===== src/rtl/aarm_pkg.sv =====
// Shared types, constants and helpers of the axis-angle rotation matrix unit.
// No dependencies; every rtl file refers to it by scoped names.
package aarm_pkg;

  localparam int CORDIC_STAGES_DEF = 16;
  localparam int FRAC_BITS_DEF     = 14;

  // pipeline depths of the fixed sections
  localparam int ANGLE_PRE_STAGES = 4;
  localparam int SUMSQ_STAGES     = 1;
  localparam int SQRT_STAGES      = 32;
  localparam int RECIP_STAGES     = 45;
  localparam int SCALE_STAGES     = 2;
  localparam int NORM_LAT         = SUMSQ_STAGES + SQRT_STAGES + RECIP_STAGES + SCALE_STAGES;
  localparam int MATRIX_STAGES    = 3;

  // angle in 1/64 degree
  localparam logic signed [16:0] DEG_HALF_TURN = 17'sd11520;
  localparam logic signed [16:0] DEG_QUARTER   = 17'sd5760;
  localparam logic signed [16:0] DEG_FULL      = 17'sd23040;

  // pi in Q32 = 11520 * RAD_WHOLE + RAD_REM
  localparam logic [20:0] RAD_WHOLE   = 21'd1171270;
  localparam logic [12:0] RAD_REM     = 13'd7305;
  // floor(y / 45) = (y * DIV45_RECIP) >> DIV45_SHIFT for y < 2^18
  localparam logic [18:0] DIV45_RECIP = 19'd372828;
  localparam int          DIV45_SHIFT = 24;

  localparam longint GAIN_Q30 = 64'sd652032874;

  localparam int ATAN_ENTRIES = 24;
  localparam longint ATAN_Q30 [ATAN_ENTRIES] = '{
    64'sd843314857, 64'sd497837829, 64'sd263043837, 64'sd133525159,
    64'sd67021687,  64'sd33543516,  64'sd16775851,  64'sd8388437,
    64'sd4194283,   64'sd2097149,   64'sd1048576,   64'sd524288,
    64'sd262144,    64'sd131072,    64'sd65536,     64'sd32768,
    64'sd16384,     64'sd8192,      64'sd4096,      64'sd2048,
    64'sd1024,      64'sd512,       64'sd256,       64'sd128
  };

  localparam logic signed [15:0] ONE_Q14  = 16'sd16384;
  localparam logic [1:0]         COL_LAST = 2'd3;

  // round half up, then arithmetic shift right
  function automatic longint rnd_shr(input longint v, input int sh);
    longint r;
    if (sh == 0) begin
      r = v;
    end else begin
      r = (v + (64'sd1 <<< (sh - 1))) >>> sh;
    end
    return r;
  endfunction

  typedef struct packed {
    logic signed [15:0] angle_deg;
    logic signed [15:0] axis_x;
    logic signed [15:0] axis_y;
    logic signed [15:0] axis_z;
  } item_t;

  typedef struct packed {
    logic [1:0]         column_index;
    logic signed [15:0] row0;
    logic signed [15:0] row1;
    logic signed [15:0] row2;
    logic signed [15:0] row3;
    logic               last;
    logic               axis_zero;
  } column_t;

  // upper 3x3 block, e[col][row], Q2.14
  typedef struct packed {
    logic                  zero;
    logic [2:0][2:0][15:0] e;
  } mat_t;

endpackage


===== src/rtl/aarm_ser.sv =====
// Output stage: holds one finished matrix and sends it as four column words.
// Depends on aarm_pkg.
module aarm_ser (
  input  logic                clk,
  input  logic                rst,
  input  logic                tail_valid,
  input  aarm_pkg::mat_t      mat_in,
  output logic                load,
  output logic                column_valid,
  input  logic                column_stall,
  output aarm_pkg::column_t   column
);

  logic           busy;
  logic [1:0]     col;
  aarm_pkg::mat_t mat;
  logic           take;

  assign take = busy && !column_stall;
  assign load = !busy || (take && col == aarm_pkg::COL_LAST);

  always_ff @(posedge clk) begin
    if (rst) begin
      busy <= 1'b0;
      col  <= '0;
    end else if (load) begin
      busy <= tail_valid;
      col  <= '0;
    end else if (take) begin
      col  <= col + 2'd1;
    end
    if (load) begin
      mat <= mat_in;
    end
  end

  always_comb begin
    column_valid        = busy;
    column.column_index = col;
    column.last         = (col == aarm_pkg::COL_LAST);
    column.axis_zero    = mat.zero;
    column.row0         = '0;
    column.row1         = '0;
    column.row2         = '0;
    column.row3         = '0;
    if (mat.zero) begin
      case (col)
        2'd0:    column.row0 = aarm_pkg::ONE_Q14;
        2'd1:    column.row1 = aarm_pkg::ONE_Q14;
        2'd2:    column.row2 = aarm_pkg::ONE_Q14;
        default: column.row3 = aarm_pkg::ONE_Q14;
      endcase
    end else if (col == aarm_pkg::COL_LAST) begin
      column.row3 = aarm_pkg::ONE_Q14;
    end else begin
      column.row0 = mat.e[col][0];
      column.row1 = mat.e[col][1];
      column.row2 = mat.e[col][2];
    end
  end

endmodule


===== config.mk =====
export PLATFORM = sky130hd
export DESIGN_NAME = aarm_ser
export DESIGN_NICKNAME = d
export VERILOG_FILES = /design/src/rtl/aarm_pkg.sv /design/src/rtl/aarm_ser.sv
export SDC_FILE = /design/constraint.sdc
export NUM_CORES = 1
export LEC_CHECK = 0
export BUFFER_PORTS_ARGS = -buffer_cell sky130_fd_sc_hd__buf_2
export CORE_MARGIN = 3
export CORE_UTILIZATION = 43
export DETAILED_ROUTE_END_ITERATION = 12
export PLACE_DENSITY = 0.7
export SYNTH_ARGS = -nofsm -noshare
export SYNTH_HDL_FRONTEND = slang
export SYNTH_SLANG_ARGS = --single-unit

===== constraint.sdc =====
create_clock -name clk -period 20.4 [get_ports clk]
set_input_delay 3.06 -clock clk [delete_from_list [all_inputs] [get_ports clk]]
set_output_delay 3.06 -clock clk [all_outputs]
set_load 0.02 [all_outputs]

==> metrics.txt <==
IR Drop Worst-Case VDD 0.06409 mV; HPWL reported at the end of detailed placement 9142 um; Worst Path Required 17.34 ns; final layout net count 761; number of buffers added for setup after CTS 0; final cycle utilization of the critical path 0.3579; CTS root buffer sky130_fd_sc_hd__clkbuf_16; Via-to-Cell Ratio 4.951; met2 usage in global routing 0.2912; multiplexer share of the synthesized area 0.1067; share of post-route cells with drive strength above 1 0.5380; largest net degree at the start of global routing 71; cells along the critical path buf_2, o21ai_4, buf_2; number of input and output port buffers inserted 203; number of standard cells after synthesis 407; Max Fanout on Critical Path 29; number of gates resized after cts 0; DRT Pass-1 Iters 4; GR Layer Usage met1 0.1939; post-synthesis xor/xnor area fraction 0; RD Place Congestion 0.7627; dominant combinational cell family by area after synthesis multiplexers; total number of yosys warnings 0; synthesized-area fraction occupied by adder cells 0.009612; compound-cell area share of the yosys netlist 0.06651; Hold Buf Count CTS 0; register area share after synthesis 0.6782; GRT Resource Usage Total 0.1695; simple logic cell fraction of the synthesized area 0.07286; Final Max Slew Viols 0; Critical Path End Type primary output; fill cell instance count of the final layout 1188; run status complete, no violations; Final Hold Vio Count 0; chip height 129.0 um; core area 0.01464 mm2; number of antenna violations at the first check in global routing 0; library cell contributing the largest single delay on the critical path sky130_fd_sc_hd__o21ai_4; most frequent cells in the layout sky130_fd_sc_hd__buf_2 (203), sky130_fd_sc_hd__edfxtp_1 (145), sky130_fd_sc_hd__nand3_1 (45); antenna cell count 0; Clock Tree Buf Depth 2; setup violators final 0; setup total negative slack 0 ns; Netlist cell types 28; detailed-route via count 3976; total area of multi-input combinational cells 0.001732 mm2; wire length of the first global-routing pass 21230 um; RSZ-0062 raised after global routing false; overall die width 129.0 um; clock slew at reported path FFs 0.06 ns; post-layout minimum cycle time 7.300 ns; sink count of the clock tree 148; Power Density 90.96 mW/mm2; most utilized layer in the global route result met2; netlist area before placement 0.006509 mm2; kind of start point of the critical path input pin; starting DRC count in detailed routing 227; most frequent cell on the critical path sky130_fd_sc_hd__buf_2; Area Growth Syn to Fin 22.86%; leakage power figure 0.003341 uW; FP Rows 44; met3 GRT Util 0.06678; CP Class input pin to primary output; wire length per cell after detailed routing 17.34 um; Tightest Pin Transition 0.9694 ns; post-synth top area share 0.6690; Max-cap violations 0; most area-hungry cell type in the Yosys netlist sky130_fd_sc_hd__edfxtp_1; crit path setup slack, layout 13.10 ns; register cell area after layout 0.004419 mm2; data arrival time of the worst path 4.24 ns; antenna-violating nets left 0; grt ovf 0; insertion delay of the later-clocked pin in the worst-skew pair 0.41 ns; worst setup slack before clock tree synthesis 13.07 ns; count of unresolved DRC violations after routing 0; IO Count 219; largest clock skew in the final design 0.007497 ns; vias in the first global route 4120; clock buffer count from CTS 17; die area 0.01665 mm2; maximum clock rate 137.0 MHz; effective utilization at floorplan 0.4445; commonest non-fill, non-tap cell in the layout sky130_fd_sc_hd__buf_2; CTS tree yes; max-slew headroom at the worst pin 0.3528; number of H-tree levels 4; cell types occupying the most area after synthesis sky130_fd_sc_hd__edfxtp_1 (67%), sky130_fd_sc_hd__mux2_4 (9.7%), sky130_fd_sc_hd__a21oi_2 (5.4%), sky130_fd_sc_hd__nand3_1 (3.5%), sky130_fd_sc_hd__buf_4 (2.7%); Mapped Avg Cell Area 15.99 um2; Max stage delay on crit path 0.72 ns; Total Routed Length 13920 um; worst min path class flip-flop to flip-flop; synthesized flop and latch total 148
## worst max-delay path: cells and delay by family
| family | cells | cell delay (ns) |
|---|---|---|
| AOI/OAI and AO/OA | 1 | 0.72 |
| buffers and inverters | 2 | 0.44 |
## cells in the mapped netlist (all sizes together)
library cell  count
dfxtp             3
conb              1
a21oi            48
mux2i             3
nor3              1
ha                5
inv               4
nor3b             1
mux2             45
a22oi             3
clkbuf            4
o21ai             4
nor2b             3
buf              38
nand3            45
or2               1
edfxtp          145
nand2            48
nand2b            1
nor2              4
## per-layer routing
| layer | up-vias | share of wire | wire length (um) |
|---|---|---|---|
| li1 | 1875 | - | - |
| met5 | - | 0 | 0 |
| met3 | 14 | 0.083 | 1152 |
| met4 | 0 | 0.014 | 189 |
| met2 | 161 | 0.51 | 7100 |
| met1 | 1926 | 0.39 | 5479 |
## sequential cells by signal, summed over array words and instances (netlist names)
signal        flops
column_valid      1
mat             144
column            1
col               2
## through the flow
| stage | util | hold WS (ns) | cells | area, um2 | total power [uW] |
|---|---|---|---|---|---|
| floorplan | - | 0.5612 | 421 | 6561 | 431.1 |
| global placement | 0.5092 | 0.5208 | 772 | 7457 | 447.6 |
| detailed placement | 0.5092 | 0.5270 | 772 | 7457 | 450.5 |
| CTS | 0.5461 | 0.5359 | 803 | 7996 | 736.7 |
| global route | 0.5461 | 0.5814 | 803 | 7996 | 758.6 |
| finish | 0.5461 | 0.5334 | 803 | 7996 | 727.3 |
## worst paths after layout
check               startpoint      end  slack [ns]  cells after the start
setup reg to reg        col[0]  mat[12]       17.39                      4
hold / removal    column_valid   col[1]        0.53                      2
hold reg to reg   column_valid   col[1]        0.53                      2
setup / recovery  column_stall     load       13.10                      3
## logic make-up (layout without fill, tap and decap cells)
logic type,Yosys count,in the layout
flip-flops,148,148
AND/OR/NAND/NOR,104,104
AO/OA/AOI/OAI,55,55
multiplexers,48,48
buffers and inverters,46,244
adder cells (fa/ha/maj),5,5
other,1,15
## power breakdown
part	leakage, uW	internal (uW)	total (uW)	switching, uW
Sequential	0.00148	359	366	6.55
Combinational	0.00160	33.4	77.1	43.7
Clock	0.000256	166	284	118
## cell type report
type                       count  share of cell area
tap                          184             0.02879
multi-input combinational    227              0.2166
inverter                       4            0.001878
timing repair buffer         209              0.1327
sequential                   148              0.5527
clock inverter                13             0.01377
clock buffer                  18             0.05367
Power figures use the tool's default switching activity.
