`src/rtl/aarm_pkg.sv`:
```
// Shared types, constants and helpers of the axis-angle rotation matrix unit.
// No dependencies; every rtl file refers to it by scoped names.
package aarm_pkg;

  localparam int CORDIC_STAGES_DEF = 16;
  localparam int FRAC_BITS_DEF     = 14;

  // pipeline depths of the fixed sections
  localparam int ANGLE_PRE_STAGES = 4;
  localparam int SUMSQ_STAGES     = 1;
  localparam int SQRT_STAGES      = 32;
  localparam int RECIP_STAGES     = 45;
  localparam int SCALE_STAGES     = 2;
  localparam int NORM_LAT         = SUMSQ_STAGES + SQRT_STAGES + RECIP_STAGES + SCALE_STAGES;
  localparam int MATRIX_STAGES    = 3;

  // angle in 1/64 degree
  localparam logic signed [16:0] DEG_HALF_TURN = 17'sd11520;
  localparam logic signed [16:0] DEG_QUARTER   = 17'sd5760;
  localparam logic signed [16:0] DEG_FULL      = 17'sd23040;

  // pi in Q32 = 11520 * RAD_WHOLE + RAD_REM
  localparam logic [20:0] RAD_WHOLE   = 21'd1171270;
  localparam logic [12:0] RAD_REM     = 13'd7305;
  // floor(y / 45) = (y * DIV45_RECIP) >> DIV45_SHIFT for y < 2^18
  localparam logic [18:0] DIV45_RECIP = 19'd372828;
  localparam int          DIV45_SHIFT = 24;

  localparam longint GAIN_Q30 = 64'sd652032874;

  localparam int ATAN_ENTRIES = 24;
  localparam longint ATAN_Q30 [ATAN_ENTRIES] = '{
    64'sd843314857, 64'sd497837829, 64'sd263043837, 64'sd133525159,
    64'sd67021687,  64'sd33543516,  64'sd16775851,  64'sd8388437,
    64'sd4194283,   64'sd2097149,   64'sd1048576,   64'sd524288,
    64'sd262144,    64'sd131072,    64'sd65536,     64'sd32768,
    64'sd16384,     64'sd8192,      64'sd4096,      64'sd2048,
    64'sd1024,      64'sd512,       64'sd256,       64'sd128
  };

  localparam logic signed [15:0] ONE_Q14  = 16'sd16384;
  localparam logic [1:0]         COL_LAST = 2'd3;

  // round half up, then arithmetic shift right
  function automatic longint rnd_shr(input longint v, input int sh);
    longint r;
    if (sh == 0) begin
      r = v;
    end else begin
      r = (v + (64'sd1 <<< (sh - 1))) >>> sh;
    end
    return r;
  endfunction

  typedef struct packed {
    logic signed [15:0] angle_deg;
    logic signed [15:0] axis_x;
    logic signed [15:0] axis_y;
    logic signed [15:0] axis_z;
  } item_t;

  typedef struct packed {
    logic [1:0]         column_index;
    logic signed [15:0] row0;
    logic signed [15:0] row1;
    logic signed [15:0] row2;
    logic signed [15:0] row3;
    logic               last;
    logic               axis_zero;
  } column_t;

  // upper 3x3 block, e[col][row], Q2.14
  typedef struct packed {
    logic                  zero;
    logic [2:0][2:0][15:0] e;
  } mat_t;

endpackage

```
`src/rtl/aarm_angle.sv`:
```
// Angle path: wrap to a quarter turn, degrees to radians, pipelined CORDIC.
// Depends on aarm_pkg.
module aarm_angle #(
  parameter int CORDIC_STAGES = aarm_pkg::CORDIC_STAGES_DEF,
  parameter int FRAC_BITS     = aarm_pkg::FRAC_BITS_DEF
) (
  input  logic                      clk,
  input  logic                      en,
  input  logic signed [15:0]        angle_deg,
  output logic signed [FRAC_BITS+2:0] cos_q,
  output logic signed [FRAC_BITS+2:0] sin_q
);

  localparam int ZW = FRAC_BITS + 3;
  localparam logic signed [ZW-1:0] GAIN =
    ZW'(aarm_pkg::rnd_shr(aarm_pkg::GAIN_Q30, 30 - FRAC_BITS));

  logic signed [16:0] d0, d1, d2;
  logic               flip_c, neg_c;
  logic [12:0]        mag_c;

  logic [12:0] mag1;
  logic        neg1, flip1;
  logic [33:0] pa2;
  logic [25:0] pb2;
  logic        neg2, flip2;
  logic [33:0] pa3;
  logic [11:0] fq3;
  logic        neg3, flip3;
  logic [33:0] qm;
  logic signed [63:0] qs;
  logic signed [ZW-1:0] z4;
  logic                 flip4;

  logic signed [ZW-1:0] cx [CORDIC_STAGES+1];
  logic signed [ZW-1:0] cy [CORDIC_STAGES+1];
  logic signed [ZW-1:0] cz [CORDIC_STAGES+1];
  logic                 fl [CORDIC_STAGES+1];

  always_comb begin
    d0 = 17'(angle_deg);
    if (d0 >= aarm_pkg::DEG_HALF_TURN) begin
      d1 = d0 - aarm_pkg::DEG_FULL;
    end else if (d0 < -aarm_pkg::DEG_HALF_TURN) begin
      d1 = d0 + aarm_pkg::DEG_FULL;
    end else begin
      d1 = d0;
    end
    flip_c = 1'b0;
    d2     = d1;
    if (d1 > aarm_pkg::DEG_QUARTER) begin
      d2     = d1 - aarm_pkg::DEG_HALF_TURN;
      flip_c = 1'b1;
    end else if (d1 < -aarm_pkg::DEG_QUARTER) begin
      d2     = d1 + aarm_pkg::DEG_HALF_TURN;
      flip_c = 1'b1;
    end
    neg_c = d2[16];
    mag_c = neg_c ? 13'(-d2) : 13'(d2);
  end

  assign qm = pa3 + 34'(fq3);
  assign qs = neg3 ? -$signed({30'b0, qm}) : $signed({30'b0, qm});

  always_ff @(posedge clk) begin
    if (en) begin
      mag1  <= mag_c;
      neg1  <= neg_c;
      flip1 <= flip_c;
      pa2   <= 34'(mag1) * 34'(aarm_pkg::RAD_WHOLE);
      pb2   <= 26'(mag1) * 26'(aarm_pkg::RAD_REM) + 26'(aarm_pkg::DEG_QUARTER);
      neg2  <= neg1;
      flip2 <= flip1;
      pa3   <= pa2;
      fq3   <= 12'((37'(pb2[25:8]) * 37'(aarm_pkg::DIV45_RECIP)) >> aarm_pkg::DIV45_SHIFT);
      neg3  <= neg2;
      flip3 <= flip2;
      z4    <= ZW'(aarm_pkg::rnd_shr(qs, 32 - FRAC_BITS));
      flip4 <= flip3;
    end
  end

  assign cx[0] = GAIN;
  assign cy[0] = '0;
  assign cz[0] = z4;
  assign fl[0] = flip4;

  for (genvar i = 0; i < CORDIC_STAGES; i++) begin : g_rot
    localparam logic signed [ZW-1:0] T =
      ZW'(aarm_pkg::rnd_shr(aarm_pkg::ATAN_Q30[i], 30 - FRAC_BITS));
    logic signed [ZW-1:0] dx, dy;
    assign dx = cy[i] >>> i;
    assign dy = cx[i] >>> i;
    always_ff @(posedge clk) begin
      if (en) begin
        if (!cz[i][ZW-1]) begin
          cx[i+1] <= cx[i] - dx;
          cy[i+1] <= cy[i] + dy;
          cz[i+1] <= cz[i] - T;
        end else begin
          cx[i+1] <= cx[i] + dx;
          cy[i+1] <= cy[i] - dy;
          cz[i+1] <= cz[i] + T;
        end
        fl[i+1] <= fl[i];
      end
    end
  end

  assign cos_q = fl[CORDIC_STAGES] ? -cx[CORDIC_STAGES] : cx[CORDIC_STAGES];
  assign sin_q = fl[CORDIC_STAGES] ? -cy[CORDIC_STAGES] : cy[CORDIC_STAGES];

endmodule

```
`config.mk`:
```
export PLATFORM = sky130hd
export DESIGN_NAME = aarm_angle
export DESIGN_NICKNAME = d
export VERILOG_FILES = /design/src/rtl/aarm_pkg.sv /design/src/rtl/aarm_angle.sv
export SDC_FILE = /design/constraint.sdc
export NUM_CORES = 2
export LEC_CHECK = 0
export BUFFER_PORTS_ARGS = -buffer_cell sky130_fd_sc_hd__buf_2
export CORE_MARGIN = 3
export CORE_UTILIZATION = 55
export CTS_CLUSTER_SIZE = 30
export DETAILED_ROUTE_END_ITERATION = 10
export GPL_ROUTABILITY_DRIVEN = 0
export PLACE_DENSITY = 0.8
export SLEW_MARGIN = 20
export SYNTH_ARGS = -nofsm -noshare
export SYNTH_HDL_FRONTEND = slang
export SYNTH_SLANG_ARGS = --single-unit
```
`constraint.sdc`:
```
create_clock -name clk -period 8.35 [get_ports clk]
set_input_delay 1.67 -clock clk [delete_from_list [all_inputs] [get_ports clk]]
set_output_delay 1.67 -clock clk [all_outputs]
set_load 0.05 [all_outputs]
```
==> results.tsv <==
metric	value	unit
io_pins	52	
route.detailed.drc	0	
synth_commonest_cells	1041 x ha_1, 893 x edfxtp_1, 863 x inv_1	
syn-num-nets	8210	
worstSetupStartpoint	pb2[13]	
wl	151	mm
antenna_found_initial	1	
first_iter_violations	3140	
max_freq	138	MHz
min_period_over_period	86.8	%
met3_usage	3.18	%
synth_area	0.0724	mm²
seq_area_frac_synth	37.0	%
critPathMaxFanout	5	
arrival	7690	ps
r2r-end	fq3[11]	
numCtsBuffers	95	
setup.worst_path.start_class	flip-flop	
synth.most_common_cell	ha_1	
final_nets	8290	
synthTopCellsByArea	edfxtp_1 37%, ha_1 18%, xnor2_1 7.5%, fa_1 7.0%, inv_1 4.5%	
synth_warnings	0	
yosysTopAreaCellShare	37.0	%
grtUsageTotal	22.2	%
rr_worst_depth	20	
layout_min_cycle_time	7250	ps
max-slew-margin-rel	32.5	%
r2r_slack	1100	ps
clock_skew	40.0	ps
ys_ff_latch	893	
drt-vias-per-instance	5.71	
cts.repair.resized	0	
cts_htree_levels	3	
hp-class	reg -> reg	
worst_slew_pin_slew	1000	ps
final_core_util	59.8	%
async_flop_share	0	%
synth_cells	6897	
hold_viol	0	
routedWlPerCell	17.1	µm
drv_slew	0	
use_met2	41.1	%
final_antenna_net_count	0	
vias	50200	
postSynthAreaPerCell	10.5	µm²
area_delta_synth_final	7.53	%
die_area	0.136	mm²
synth.distinct_cells	101	
setup-tns-final	0	ps
design.core.area	0.130	mm²
end_kind	flip-flop	
grt_use_met1	25.1	%
synth_edf_count	893	
setup_viol	0	
cts_sinks	893	
gr-total-overflow	0	
post_cts_buffers	0	
clkTransAtPathRegs	60	ps
timing.rr.start	pb2[13]	
cts_tree	yes	
die-height	369	µm
rsz0062_at_grt	no	
grt_pass1_wl	250	mm
io_buffer_count	51	
clk_latency	710	ps
drt_first_pass_iters	8	
cp_cell_sequence	ha_1 -> inv_1 -> fa_1 -> fa_1 -> fa_1 -> fa_1 -> fa_1 -> inv_1 -> ha_1 -> a2111oi_0 -> nand2_1 -> a221oi_1 -> o21ai_0 -> a31oi_1 -> o21ai_0 -> a221oi_1 -> o21ai_0 -> o21a_1 -> nor2_1 -> xnor2_1	
grt_max_degree	172	
cts.path.max_buffers	3	
worstSetupEndpoint	fq3[11]	
crit_type	reg -> reg	
min-delay-start	cz[123]	
hold_buffers	0	
dp_hpwl	117	mm
rows	132	
required	8790	ps
drive_gt1_share	4.22	%
yosys.area.top_type	edfxtp_1	
critical-path-max-stage-delay	550	ps
start_util	55.6	%
synth-main-ff-cell	edfxtp_1	
grt-busiest-layer	met2	
crit_top_cell	fa_1	
crit_slowest_cell	fa_1	
die_x	369	µm
fill_cells	10200	
status	complete, no violations	
drv_cap	0	
cts_root_buffer	clkbuf_16	
grt_pass1_vias	51600	
==> through the flow <==
step	hold slack, ps	cell area [µm²]	worst slack, ps	std cells
floorplan	400	72400	2120	6897
global placement	401	74700	1450	8622
detailed placement	405	74700	1280	8622
CTS	398	77800	1140	8798
global route	422	77800	661	8798
finish	404	77800	1100	8799
==> worst min-delay path by stage <==
stage	end	slack, ps	cells past startpoint
after floorplan	cz[102]	400	0
after global placement	cz[173]	400	0
after detailed placement	cz[255]	400	0
after CTS	cz[221]	400	0
after global routing	cz[178]	420	0
final	cz[106]	400	0
==> kinds of logic after synthesis <==
| family | count (synthesis) | share of synthesized area [%] |
|---|---|---|
| AO/OA/AOI/OAI | 1520 | 13.1 |
| XOR/XNOR | 832 | 10.1 |
| adder cells (fa/ha/maj) | 1295 | 25.0 |
| buffers and inverters | 952 | 4.97 |
| flip-flops | 893 | 37.0 |
| multiplexers | 55 | 0.825 |
| other | 1 | 0.00518 |
| AND/OR/NAND/NOR | 1349 | 8.88 |
==> state kept, by name (all words and copies together), names as in the netlist, 13 cells and up <==
signal	cells
cx	250
cy	255
cz	239
fl	16
mag1	13
pa2	32
pa3	33
pb2	19
z4	17
==> layer usage <==
metal | part of all wire (%) | vias to the layer above
met5 | 0 | -
met4 | 4.6 | 0
met3 | 4.2 | 409
met2 | 52 | 1256
met1 | 39 | 24000
li1 | - | 24500
==> layout by cell type, fill, tap and decap left out, types with 12 or more instances in the layout <==
| cell | n |
|---|---|
| o41ai_1 | 25 |
| and2_1 | 21 |
| clkbuf_1 | 17 |
| xor2_1 | 211 |
| and3_1 | 35 |
| o21a_1 | 62 |
| o21ai_0 | 273 |
| nand2b_1 | 38 |
| nor2b_1 | 103 |
| clkbuf_16 | 97 |
| o2111ai_1 | 28 |
| nor3b_1 | 12 |
| or2_2 | 22 |
| nor3_1 | 130 |
| a211oi_1 | 25 |
| clkinv_1 | 21 |
| nand2_1 | 298 |
| fa_1 | 254 |
| nor2_1 | 421 |
| mux2i_1 | 27 |
| ha_1 | 1041 |
| or3_1 | 53 |
| clkinv_2 | 16 |
| mux2_2 | 27 |
| edfxtp_1 | 893 |
| nor4_1 | 26 |
| nand4_1 | 18 |
| a21boi_0 | 64 |
| a21o_1 | 128 |
| buf_2 | 50 |
| a31oi_1 | 31 |
| o21bai_1 | 149 |
| nand3_1 | 136 |
| inv_1 | 863 |
| o31ai_1 | 30 |
| xnor2_1 | 616 |
| a21oi_1 | 579 |
| a211o_1 | 25 |
| o211ai_1 | 12 |
==> critical path, delay by kind of cell (launching register included) <==
family	cells	cell delay, ps
AND/OR/NAND/NOR	2	240
adder cells (fa/ha/maj)	7	3410
AO/OA/AOI/OAI	8	2590
XOR/XNOR	1	80
buffers and inverters	2	140
flip-flops	1	530
==> area by class of cell <==
cell class	count	area, µm²	share of cell area (%)
clock inverters	62	664	0.854
clock buffers	114	2490	3.20
well taps	1742	2180	2.80
repair buffers	67	448	0.575
diodes	1	2.50	0.00322
multi-input cells	5052	42000	53.9
flip-flops and latches	893	26800	34.5
inverters	868	3260	4.19
Power is left out: the tool's default activity adds up to more than one toggle a clock period on the data nets, which glitch-free logic cannot reach.
